[src/hw/rtl/tdes_pkg.sv]
package tdes_pkg;

    localparam int ID_W    = 28;
    localparam int PAY_W   = 16;
    localparam int HOUR_W  = 5;
    localparam int MIN_W   = 6;
    localparam int TIME_W  = HOUR_W + MIN_W;
    localparam int ACT_W   = 3;
    localparam int STAT_W  = 2;
    localparam int MIN_SHIFT = 17;
    localparam int WORD_W  = ID_W + PAY_W;

    typedef enum logic [ACT_W-1:0] {
        ACT_ADD_TIME = 3'd0,
        ACT_ADD_ID   = 3'd1,
        ACT_REMOVE   = 3'd2,
        ACT_RETIME   = 3'd3,
        ACT_TICK     = 3'd4
    } action_t;

    typedef enum logic [STAT_W-1:0] {
        ST_OK        = 2'd0,
        ST_DUPLICATE = 2'd1,
        ST_NOT_FOUND = 2'd2,
        ST_FULL      = 2'd3
    } status_t;

endpackage

[src/hw/rtl/tdes_ram.sv]
module tdes_ram #(
    parameter int WIDTH = 8,
    parameter int DEPTH = 16
) (
    input  logic                                    aclk,
    input  logic                                    we,
    input  logic [(DEPTH > 1 ? $clog2(DEPTH) : 1)-1:0] waddr,
    input  logic [WIDTH-1:0]                        wdata,
    input  logic                                    re,
    input  logic [(DEPTH > 1 ? $clog2(DEPTH) : 1)-1:0] raddr,
    output logic [WIDTH-1:0]                        rdata
);

    logic [WIDTH-1:0] mem [DEPTH];
    logic [WIDTH-1:0] rdata_reg;

    always_ff @(posedge aclk) begin
        if (we) begin
            mem[waddr] <= wdata;
        end
        if (re) begin
            rdata_reg <= mem[raddr];
        end
    end

    assign rdata = rdata_reg;

endmodule

[src/hw/rtl/time_of_day_event_scheduler_top.sv]
// channel  | direction | handshake          | payload
// ---------+-----------+--------------------+-------------------------------------------
// s_       | in        | s_valid / s_ready  | s_action s_hours s_minutes s_payload s_event_id
// m_       | out       | m_valid / m_ready  | m_status m_new_id m_fire m_fire_payload
//
// after the accept the scan reads the TABLE_DEPTH table entries in address order, the ram
// data trailing the address by one register, then one finish step writes back and loads
// the result register; the block returns to idle in the cycle after the finish step, so it
// takes the next transaction only once the last one is through.
// s_ready is high only in idle; a held result in the output register does not block
// accepting the next transaction, the finish step waits only if it is still held.
// synchronous active-low reset clears the valid bits, last-fired id and handshakes;
// table contents are not cleared, an entry is only read when its valid bit is set.
module time_of_day_event_scheduler_top
    import tdes_pkg::*;
#(
    parameter int TABLE_DEPTH = 16
) (
    input  logic                aclk,
    input  logic                aresetn,
    input  logic                s_valid,
    output logic                s_ready,
    input  logic [ACT_W-1:0]    s_action,
    input  logic [HOUR_W-1:0]   s_hours,
    input  logic [MIN_W-1:0]    s_minutes,
    input  logic [PAY_W-1:0]    s_payload,
    input  logic [ID_W-1:0]     s_event_id,
    output logic                m_valid,
    input  logic                m_ready,
    output logic [STAT_W-1:0]   m_status,
    output logic [ID_W-1:0]     m_new_id,
    output logic                m_fire,
    output logic [PAY_W-1:0]    m_fire_payload
);

    localparam int IDX_W = (TABLE_DEPTH > 1) ? $clog2(TABLE_DEPTH) : 1;
    localparam int CNT_W = $clog2(TABLE_DEPTH + 1);

    typedef enum logic [1:0] {
        S_IDLE,
        S_SCAN,
        S_FIN
    } state_t;

    // control state
    state_t             state_reg, state_next;
    logic [CNT_W-1:0]   cnt_reg, cnt_next;
    logic               pv_reg, pv_next;
    logic [TABLE_DEPTH-1:0] valid_reg, valid_next;
    logic [ID_W-1:0]    lf_reg, lf_next;
    logic               m_valid_reg, m_valid_next;

    // transaction and scan working registers
    logic [ACT_W-1:0]   act_reg, act_next;
    logic [HOUR_W-1:0]  hrs_reg, hrs_next;
    logic [MIN_W-1:0]   min_reg, min_next;
    logic [PAY_W-1:0]   pay_reg, pay_next;
    logic [ID_W-1:0]    key_reg, key_next;
    logic [IDX_W-1:0]   pidx_reg, pidx_next;
    logic               found_reg, found_next;
    logic [IDX_W-1:0]   fidx_reg, fidx_next;
    logic [PAY_W-1:0]   fpay_reg, fpay_next;
    logic               free_reg, free_next;
    logic [IDX_W-1:0]   freeidx_reg, freeidx_next;
    logic               any_reg, any_next;
    logic [ID_W-1:0]    any_id_reg, any_id_next;
    logic [PAY_W-1:0]   any_pay_reg, any_pay_next;
    logic               aft_reg, aft_next;
    logic [ID_W-1:0]    aft_id_reg, aft_id_next;
    logic [PAY_W-1:0]   aft_pay_reg, aft_pay_next;

    // result register
    logic [STAT_W-1:0]  m_status_reg, m_status_next;
    logic [ID_W-1:0]    m_new_id_reg, m_new_id_next;
    logic               m_fire_reg, m_fire_next;
    logic [PAY_W-1:0]   m_fpay_reg, m_fpay_next;

    // table ram: {id, payload}
    logic               ram_we, ram_re;
    logic [IDX_W-1:0]   ram_waddr, ram_raddr;
    logic [WORD_W-1:0]  ram_wdata, ram_rdata;
    logic [ID_W-1:0]    rd_id;
    logic [PAY_W-1:0]   rd_pay;
    logic               rd_vld;

    // finish step helpers
    logic [ID_W-1:0]    pick_id;
    logic [PAY_W-1:0]   pick_pay;
    logic [TIME_W-1:0]  now;
    logic               due;
    logic [ID_W-1:0]    retimed_id;

    tdes_ram #(
        .WIDTH (WORD_W),
        .DEPTH (TABLE_DEPTH)
    ) u_table (
        .aclk  (aclk),
        .we    (ram_we),
        .waddr (ram_waddr),
        .wdata (ram_wdata),
        .re    (ram_re),
        .raddr (ram_raddr),
        .rdata (ram_rdata)
    );

    assign rd_id  = ram_rdata[WORD_W-1:PAY_W];
    assign rd_pay = ram_rdata[PAY_W-1:0];
    assign rd_vld = pv_reg & valid_reg[pidx_reg];

    assign now        = {hrs_reg, min_reg};
    assign pick_id    = aft_reg ? aft_id_reg : any_id_reg;
    assign pick_pay   = aft_reg ? aft_pay_reg : any_pay_reg;
    assign due        = (pick_id[ID_W-1:MIN_SHIFT] == now);
    assign retimed_id = {hrs_reg, min_reg, 1'b0, fpay_reg};

    assign s_ready        = (state_reg == S_IDLE);
    assign m_valid        = m_valid_reg;
    assign m_status       = m_status_reg;
    assign m_new_id       = m_new_id_reg;
    assign m_fire         = m_fire_reg;
    assign m_fire_payload = m_fpay_reg;

    always_comb begin
        state_next    = state_reg;
        cnt_next      = cnt_reg;
        pv_next       = 1'b0;
        pidx_next     = pidx_reg;
        valid_next    = valid_reg;
        lf_next       = lf_reg;
        m_valid_next  = m_valid_reg;
        act_next      = act_reg;
        hrs_next      = hrs_reg;
        min_next      = min_reg;
        pay_next      = pay_reg;
        key_next      = key_reg;
        found_next    = found_reg;
        fidx_next     = fidx_reg;
        fpay_next     = fpay_reg;
        free_next     = free_reg;
        freeidx_next  = freeidx_reg;
        any_next      = any_reg;
        any_id_next   = any_id_reg;
        any_pay_next  = any_pay_reg;
        aft_next      = aft_reg;
        aft_id_next   = aft_id_reg;
        aft_pay_next  = aft_pay_reg;
        m_status_next = m_status_reg;
        m_new_id_next = m_new_id_reg;
        m_fire_next   = m_fire_reg;
        m_fpay_next   = m_fpay_reg;
        ram_we        = 1'b0;
        ram_waddr     = freeidx_reg;
        ram_wdata     = {key_reg, pay_reg};
        ram_re        = 1'b0;
        ram_raddr     = cnt_reg[IDX_W-1:0];

        // result leaves when taken
        if (m_valid_reg && m_ready) begin
            m_valid_next = 1'b0;
        end

        // scan unit: one entry per cycle, working on the registered ram data of the previous address
        if (pv_reg) begin
            if (rd_vld && (rd_id == key_reg) && !found_reg) begin
                found_next = 1'b1;
                fidx_next  = pidx_reg;
                fpay_next  = rd_pay;
            end
            if (!valid_reg[pidx_reg] && !free_reg) begin
                free_next    = 1'b1;
                freeidx_next = pidx_reg;
            end
            if (rd_vld && (!any_reg || (rd_id < any_id_reg))) begin
                any_next     = 1'b1;
                any_id_next  = rd_id;
                any_pay_next = rd_pay;
            end
            if (rd_vld && (rd_id[ID_W-1:MIN_SHIFT] >= now)
                    && (!aft_reg || (rd_id < aft_id_reg))) begin
                aft_next     = 1'b1;
                aft_id_next  = rd_id;
                aft_pay_next = rd_pay;
            end
        end

        unique case (state_reg)
            S_IDLE: begin
                if (s_valid) begin
                    act_next   = s_action;
                    hrs_next   = s_hours;
                    min_next   = s_minutes;
                    pay_next   = (s_action == ACT_ADD_ID) ? s_event_id[PAY_W-1:0] : s_payload;
                    key_next   = (s_action == ACT_ADD_TIME)
                               ? {s_hours, s_minutes, 1'b0, s_payload} : s_event_id;
                    cnt_next   = '0;
                    found_next = 1'b0;
                    free_next  = 1'b0;
                    any_next   = 1'b0;
                    aft_next   = 1'b0;
                    state_next = S_SCAN;
                end
            end
            S_SCAN: begin
                if (cnt_reg < CNT_W'(TABLE_DEPTH)) begin
                    ram_re    = 1'b1;
                    pv_next   = 1'b1;
                    pidx_next = cnt_reg[IDX_W-1:0];
                    cnt_next  = cnt_reg + 1'b1;
                end else begin
                    state_next = S_FIN;
                end
            end
            S_FIN: begin
                if (!m_valid_reg || m_ready) begin
                    m_valid_next  = 1'b1;
                    m_status_next = ST_OK;
                    m_new_id_next = '0;
                    m_fire_next   = 1'b0;
                    m_fpay_next   = '0;
                    state_next    = S_IDLE;
                    case (act_reg)
                        ACT_ADD_TIME, ACT_ADD_ID: begin
                            if (found_reg) begin
                                m_status_next = ST_DUPLICATE;
                            end else if (!free_reg) begin
                                m_status_next = ST_FULL;
                            end else begin
                                ram_we                  = 1'b1;
                                valid_next[freeidx_reg] = 1'b1;
                            end
                        end
                        ACT_REMOVE: begin
                            if (found_reg) begin
                                valid_next[fidx_reg] = 1'b0;
                            end else begin
                                m_status_next = ST_NOT_FOUND;
                            end
                        end
                        ACT_RETIME: begin
                            if (found_reg) begin
                                ram_we        = 1'b1;
                                ram_waddr     = fidx_reg;
                                ram_wdata     = {retimed_id, fpay_reg};
                                m_new_id_next = retimed_id;
                            end else begin
                                m_status_next = ST_NOT_FOUND;
                            end
                        end
                        ACT_TICK: begin
                            // fall back to the earliest entry when none is at or after the tick time
                            if (any_reg) begin
                                if (due && (lf_reg != pick_id)) begin
                                    m_fire_next = 1'b1;
                                    m_fpay_next = pick_pay;
                                    lf_next     = pick_id;
                                end else if (!due && (lf_reg == pick_id)) begin
                                    lf_next = '0;
                                end
                            end
                        end
                        default: begin
                        end
                    endcase
                end
            end
            default: begin
                state_next = S_IDLE;
            end
        endcase
    end

    always_ff @(posedge aclk) begin
        if (!aresetn) begin
            state_reg   <= S_IDLE;
            cnt_reg     <= '0;
            pv_reg      <= 1'b0;
            valid_reg   <= '0;
            lf_reg      <= '0;
            m_valid_reg <= 1'b0;
        end else begin
            state_reg   <= state_next;
            cnt_reg     <= cnt_next;
            pv_reg      <= pv_next;
            valid_reg   <= valid_next;
            lf_reg      <= lf_next;
            m_valid_reg <= m_valid_next;
        end
    end

    always_ff @(posedge aclk) begin
        act_reg      <= act_next;
        hrs_reg      <= hrs_next;
        min_reg      <= min_next;
        pay_reg      <= pay_next;
        key_reg      <= key_next;
        pidx_reg     <= pidx_next;
        found_reg    <= found_next;
        fidx_reg     <= fidx_next;
        fpay_reg     <= fpay_next;
        free_reg     <= free_next;
        freeidx_reg  <= freeidx_next;
        any_reg      <= any_next;
        any_id_reg   <= any_id_next;
        any_pay_reg  <= any_pay_next;
        aft_reg      <= aft_next;
        aft_id_reg   <= aft_id_next;
        aft_pay_reg  <= aft_pay_next;
        m_status_reg <= m_status_next;
        m_new_id_reg <= m_new_id_next;
        m_fire_reg   <= m_fire_next;
        m_fpay_reg   <= m_fpay_next;
    end

endmodule

[config.mk]
export PLATFORM = sky130hd
export DESIGN_NAME = time_of_day_event_scheduler_top
export DESIGN_NICKNAME = d
export VERILOG_FILES = /design/src/hw/rtl/tdes_pkg.sv /design/src/hw/rtl/tdes_ram.sv /design/src/hw/rtl/time_of_day_event_scheduler_top.sv
export SDC_FILE = /design/constraint.sdc
export NUM_CORES = 1
export LEC_CHECK = 0
export BUFFER_PORTS_ARGS = -buffer_cell sky130_fd_sc_hd__buf_4
export CORE_MARGIN = 2
export CORE_UTILIZATION = 50
export CTS_BUF_LIST = sky130_fd_sc_hd__clkbuf_8
export DETAILED_ROUTE_END_ITERATION = 16
export PLACE_DENSITY = 0.66
export SLEW_MARGIN = 20
export SYNTH_ARGS = -nofsm -noshare
export SYNTH_HDL_FRONTEND = slang
export SYNTH_SLANG_ARGS = --single-unit
[constraint.sdc]
create_clock -name aclk -period 7.3 [get_ports aclk]
set_input_delay 0.365 -clock aclk [delete_from_list [all_inputs] [get_ports aclk]]
set_output_delay 0.365 -clock aclk [all_outputs]
set_load 0.01 [all_outputs]
* Yosys cells after proc, flatten, opt, wreduce, memory -nomap -nowiden
Memories as Yosys holds them, arrays and structs flattened. A register that Yosys moved wholly into a read port is not among the register bits.
Index checks and enable logic that the tools add are counted.
** Storage, ports and cells
- Memories :: 1
- Register bits after elaboration :: 278
- Bits in latches :: 0
- Bits in writable memories :: 704
- Input bits :: 62
- ROM bits :: 0
- Output and inout bits :: 49
** Operators by class
- Shift-type cells :: 0
- Multiply operators :: 0
- $add $sub $neg :: 1
- Bitwise logic cells :: 4
- Div/mod/pow operators :: 0
- Eq/ne operators :: 18
- Reductions and logical operators :: 43
- Mux-type cells :: 65
- Order comparisons :: 9
** Memories
- u_table.mem :: words 16, width 44, read ports 1, clocked after Yosys merged registers in 1, write ports 1, line tdes_ram.sv:14 : logic [WIDTH-1:0] mem [DEPTH];
** Operator list (count)
- 44-bit 2-to-1 mux :: 4
- 28-bit 2-to-1 mux :: 4
- 16-bit 2-to-1 mux :: 5
- 28-bit equality test :: 2
- 28-bit less-than comparator :: 2
- 1-bit 2-to-1 mux :: 32
- 16-bit case mux with 2 select lines :: 1
- 28-bit != test :: 1
- 2-bit AND reduction :: 9
- 16-bit bitwise AND :: 1
- 4-bit 2-to-1 mux :: 4
- 16-bit inverter :: 1
- 16-bit OR :: 1
- 4-bit by 5-bit less-than comparator with 1-bit output, second input constant :: 3
- 2-bit != test, second input constant :: 7
- 2-bit 2-to-1 mux :: 6
- 11-bit equality test :: 1
- 11-bit >= comparator :: 1
- 1-bit logical AND :: 11
- 5-bit 2-to-1 mux :: 2
- 5-bit case mux with 2 select lines :: 1
- 3-bit AND reduction :: 3
- 1-bit demux with 4-bit select :: 2
- 4-bit by 1-bit >= comparator with 1-bit output, second input constant :: 2
- other kinds (20) :: 34

* Depth between registers and ports, before layout
- Depth in word-level cells :: 9
- Depth in mapped cells :: 13
- Mapped depth without buffers :: 10

* Cells and area by module
From an unflattened synthesis, not the netlist that was laid out.
** Unflattened totals
- Cells, all modules :: 2228
- Area total of the unflattened synthesis :: 40903.0 um2
** Modules (own cells, without submodules)
- tdes_ram :: instances 1, sequential area each 22461.5 um2, cells each 1142, area an instance 27706.6 um2
- time_of_day_event_scheduler_top :: instances 1, sequential area each 7747.4 um2, cells each 1086, area an instance 13196.4 um2

* Least setup slack after synthesis
Ideal clock, no wire load.
- Kind :: flip-flop to flip-flop
- From :: register state_reg[0]
- To :: memory u_table.mem[13][0] (netlist bit), enable pin
- Buffers on the path :: 0
- Slack :: 1.922 ns
- Library setup time :: 0.500 ns
- Stages on the path, launching flop included :: 7
- Data arrival time :: 4.878 ns
- Cells stage by stage :: dfxtp_1 -> nand2b_1 -> nand2b_1 -> inv_2 -> nand2_2 -> mux2i_4 -> nor3_1
** On the way
- Longest elaborated chain between the ends :: 4
** Ends and longest elaborated chain
- from (decl) :: line time_of_day_event_scheduler_top.sv:46 : state_t state_reg, state_next;
- from (signal assigned) :: line time_of_day_event_scheduler_top.sv:281 : state_reg <= state_next;
- 2-bit equality test (*) :: line time_of_day_event_scheduler_top.sv:186 : unique case (state_reg)
- 1-bit 2-to-1 mux :: line time_of_day_event_scheduler_top.sv:186
- 1-bit 2-to-1 mux :: line tdes_ram.sv:18 : if (we) begin
- 1-bit 2-to-1 mux (implied by the code) :: line tdes_ram.sv:19 : mem[waddr] <= wdata;
- to (decl) :: line tdes_ram.sv:14
Mark *: on every way between the ends. The rest lies on a longest branch, timed or not.

* Worst setup path after layout
- From :: register aft_reg
- To :: register lf_reg[2]
** On the way
- Longest elaborated chain between the ends :: 6
** Ends and longest elaborated chain
- from (decl) :: line time_of_day_event_scheduler_top.sv:68 : logic aft_reg, aft_next;
- from (signal assigned) :: line time_of_day_event_scheduler_top.sv:305 : aft_reg <= aft_next;
- 28-bit 2-to-1 mux (*) :: line time_of_day_event_scheduler_top.sv:111 : assign pick_id = aft_reg ? aft_id_reg : any_id_reg;
- 11-bit equality test :: line time_of_day_event_scheduler_top.sv:113 : assign due = (pick_id[ID_W-1:MIN_SHIFT] == now);
- 1-bit logical NOT :: line time_of_day_event_scheduler_top.sv:256 : end else if (!due && (lf_reg == pick_id)) begin
- 1-bit logical AND :: line time_of_day_event_scheduler_top.sv:256
- 2-bit nonzero test (no line)
- 5-bit AND reduction (no line)
- to (signal assigned) :: line time_of_day_event_scheduler_top.sv:285 : lf_reg <= lf_next;
- to (decl) :: line time_of_day_event_scheduler_top.sv:50 : logic [ID_W-1:0] lf_reg, lf_next;
Marked as above.
A chain may end at the register's enable or synchronous reset.

==> reports/results.tsv <==
metric	value	unit
Unique masters post-synth	54	
y dimension of the die	290	um
Post-Route Setup TNS	0	ps
Vias/cell	5.91	
flops & latches, synth	1025	
final worst-path setup slack	3330	ps
most numerous cell on the critical path	sky130_fd_sc_hd__nand4_1	
static leakage power	15.4	nW
commonest non-fill, non-tap cells in the layout	sky130_fd_sc_hd__edfxtp_1 (968), sky130_fd_sc_hd__mux4_2 (222), sky130_fd_sc_hd__clkbuf_8 (164)	
post-synthesis to final-layout area growth	14.3	%
crit-path cells	buf_4 > mux2i_1 > xor2_1 > nand4_1 > nor4_1 > nand4_1 > ha_1 > nor2_1 > nand2_1 > o2bb2ai_1 > and2_1	
max FFs per register	704	
CP arrival	4660	ps
synthesized cell area	0.0410	mm^2
Final Critical Period	3970	ps
total power draw	11.5	mW
final-report max-slew violation count	0	
number of port buffers	109	
post-synthesis sequential area ratio	0.737	
number of levels in the clock H-tree	4	
number of failing hold endpoints at the final stage	0	
Clock Pin Slew Worst Setup and Hold Paths	60	ps
global router's overall resource usage	0.231	
number of enable flip-flop cells after synthesis	968	
Synthesis Warnings	0	
routed length per instance	27.0	um
vias post-DR	21200	
fraction of final layout cells sized beyond drive strength 1	0.260	
final net count	2528	
maximum operating frequency	252	MHz
power density normalized to cell area	246	mW/mm^2
Worst Skew	37.9	ps
half-perimeter wire length after detailed placement	62800	um
I/O pin count	111	
# DRC	0	
CTS Hold Buffers Added	75	
CTS tree	done	
max-cap violations	0	
vias in the first global route	21200	
worst slack at placement	3200	ps
Startpoint Class	register	
cell count after synthesis	2091	
DRC marker count from the first detailed-route iteration	2343	
global placement routability congestion	0.868	
remaining antenna violation count	0	
first-pass iteration count of the detailed router	5	
utilization after layout	0.580	
non-filler instance count after layout	3585	
starting density of the core	0.507	
worst min-delay path category	primary input to register	
largest net degree at the start of global routing	164	
Clock Latency Late Sink	820	ps
die span in x	290	um
cell family with most CP delay	simple AND/OR/NAND/NOR gates	
sinks on the clock net	1025	
buffer count from post-CTS setup fixing	0	
placeable core area	0.0808	mm^2
Critical path buffers and inverters	1	
max_slew headroom	0.281	
FP Rows	104	
slowest cell delay on critical path	630	ps
Req. time, crit path	7990	ps
critical path type	register to register	
syn nets	2220	
worst ir drop on vdd	0.127	mV
Post-synth top flop	sky130_fd_sc_hd__edfxtp_1	
wire length of the first global-routing pass	142000	um
final critical-path share of the clock period	0.544	
die footprint	0.0843	mm^2
aggregate global routing overflow	0	
CTS Root Buffer Type	sky130_fd_sc_hd__clkbuf_8	
final setup violation count	0	
Bufs on Longest Clock Path	3	
critical path endpoint category	register	
FFs w/ async S/R, synth	0	
wire length after detailed routing	96900	um
RSZ-0062 raised after global routing	false	
average instance area after synthesis	19.6	um^2
Max FO, Critical Path	45	
CP max-delay cell	sky130_fd_sc_hd__nand2_1	
total CTS buffers	160	
dpl cells	3222	
result of the run	complete, no violations	
most frequent standard cell in the layout excluding fill and tap cells	sky130_fd_sc_hd__edfxtp_1	
Slew @ Worst Pin	1080	ps
initial antenna violation count	3	
Gates resized, CTS repair	0	
-- worst reg2reg max path: stages (launching register included) --
cell,delay (ps)
sky130_fd_sc_hd__dfxtp_2,310
sky130_fd_sc_hd__buf_4,580
sky130_fd_sc_hd__mux2i_1,480
sky130_fd_sc_hd__xor2_1,210
sky130_fd_sc_hd__nand4_1,120
sky130_fd_sc_hd__nor4_1,360
sky130_fd_sc_hd__nand4_1,150
sky130_fd_sc_hd__ha_1,300
sky130_fd_sc_hd__nor2_1,170
sky130_fd_sc_hd__nand2_1,630
sky130_fd_sc_hd__o2bb2ai_1,360
sky130_fd_sc_hd__and2_1,180
-- metrics by stage --
step           cell area, um^2  hold WS, ps
3_5_place_dp             43200          465
6_report                 46900         71.2
3_3_place_gp             43200          458
2_1_floorplan            41000          406
5_1_grt                  46900         66.3
4_1_cts                  46800         11.4
-- Yosys cell counts (3+ instances only) --
master / number / area share
sky130_fd_sc_hd__dfxtp_1: 57 / 0.028
sky130_fd_sc_hd__a21oi_1: 29 / 0.0035
sky130_fd_sc_hd__buf_2: 20 / 0.0024
sky130_fd_sc_hd__nor2b_1: 14 / 0.0021
sky130_fd_sc_hd__nand3_1: 12 / 0.0015
sky130_fd_sc_hd__nand4_1: 26 / 0.0040
sky130_fd_sc_hd__o21ai_0: 22 / 0.0027
sky130_fd_sc_hd__mux2_2: 43 / 0.012
sky130_fd_sc_hd__buf_6: 14 / 0.0038
sky130_fd_sc_hd__buf_1: 10 / 0.00092
sky130_fd_sc_hd__nor3_1: 18 / 0.0022
sky130_fd_sc_hd__nor2_1: 64 / 0.0059
sky130_fd_sc_hd__mux4_2: 222 / 0.12
sky130_fd_sc_hd__and2_1: 50 / 0.0076
sky130_fd_sc_hd__xor2_1: 19 / 0.0041
sky130_fd_sc_hd__ha_1: 67 / 0.020
sky130_fd_sc_hd__edfxtp_1: 968 / 0.71
sky130_fd_sc_hd__nand2_1: 112 / 0.010
sky130_fd_sc_hd__nor4_1: 7 / 0.0011
sky130_fd_sc_hd__a2111oi_0: 3 / 0.00064
sky130_fd_sc_hd__a21o_1: 12 / 0.0022
sky130_fd_sc_hd__mux2i_1: 48 / 0.012
sky130_fd_sc_hd__a211oi_1: 3 / 0.00055
sky130_fd_sc_hd__clkbuf_1: 35 / 0.0032
sky130_fd_sc_hd__o2bb2ai_1: 28 / 0.0060
sky130_fd_sc_hd__o221a_1: 16 / 0.0044
sky130_fd_sc_hd__inv_1: 72 / 0.0066
sky130_fd_sc_hd__nand3b_1: 4 / 0.00073
sky130_fd_sc_hd__nor3b_1: 4 / 0.00073
sky130_fd_sc_hd__nand2b_1: 8 / 0.0012
sky130_fd_sc_hd__xnor2_1: 50 / 0.011
sky130_fd_sc_hd__or3_1: 5 / 0.00076
-- area by class of cell --
type	count	area (um^2)
antenna	1	2.50
clock buffer	164	2260
clock inverter	123	663
fill	5901	33900
inverter	73	274
multi-input combinational	912	10200
sequential	1025	30200
tap	1060	1330
timing repair buffer	227	1920
-- cell families (layout without fill, tap and decap cells) --
| kind of cell | after synthesis | count (layout) | synth area share |
|---|---|---|---|
| AO/OA/AOI/OAI | 122 | 122 | 0.0216 |
| XOR/XNOR | 69 | 69 | 0.0147 |
| adder cells (fa/ha/maj) | 67 | 67 | 0.0205 |
| buffers and inverters | 154 | 587 | 0.0178 |
| flip-flops | 1025 | 1025 | 0.737 |
| multiplexers | 316 | 316 | 0.147 |
| other | 1 | 2 | 0.0000915 |
| AND/OR/NAND/NOR | 337 | 337 | 0.0408 |
-- power by group --
group / total, mW / internal [mW] / switching (mW)
Combinational: 0.553 / 0.236 / 0.316
Sequential: 6.56 / 6.49 / 0.0614
Clock: 4.44 / 2.22 / 2.22
-- routing by layer --
metal / share of wire / vias up / GRT usage
met5: 0 / - / 0
met4: 0.027 / 0 / 0.0789
met3: 0.097 / 159 / 0.0523
met2: 0.44 / 983 / 0.324
met1: 0.44 / 11000 / 0.359
li1: - / 9054 / -
-- final timing paths --
kind | startpoint | endpoint | slack, ps | cells past startpoint
worst max-delay path | aft_reg$_DFF_P_ | lf_reg[2]$_SDFFE_PN0P_ | 3330 | 11
worst min-delay path | aresetn | valid_reg[3]$_SDFFE_PN0P_ | 70 | 2
worst max register to register | aft_reg$_DFF_P_ | lf_reg[2]$_SDFFE_PN0P_ | 3330 | 11
worst min register to register | u_table.rdata[9]$_DFFE_PP_ | fpay_reg[9]$_DFFE_PP_ | 450 | 0
Power figures use the tool's default switching activity.
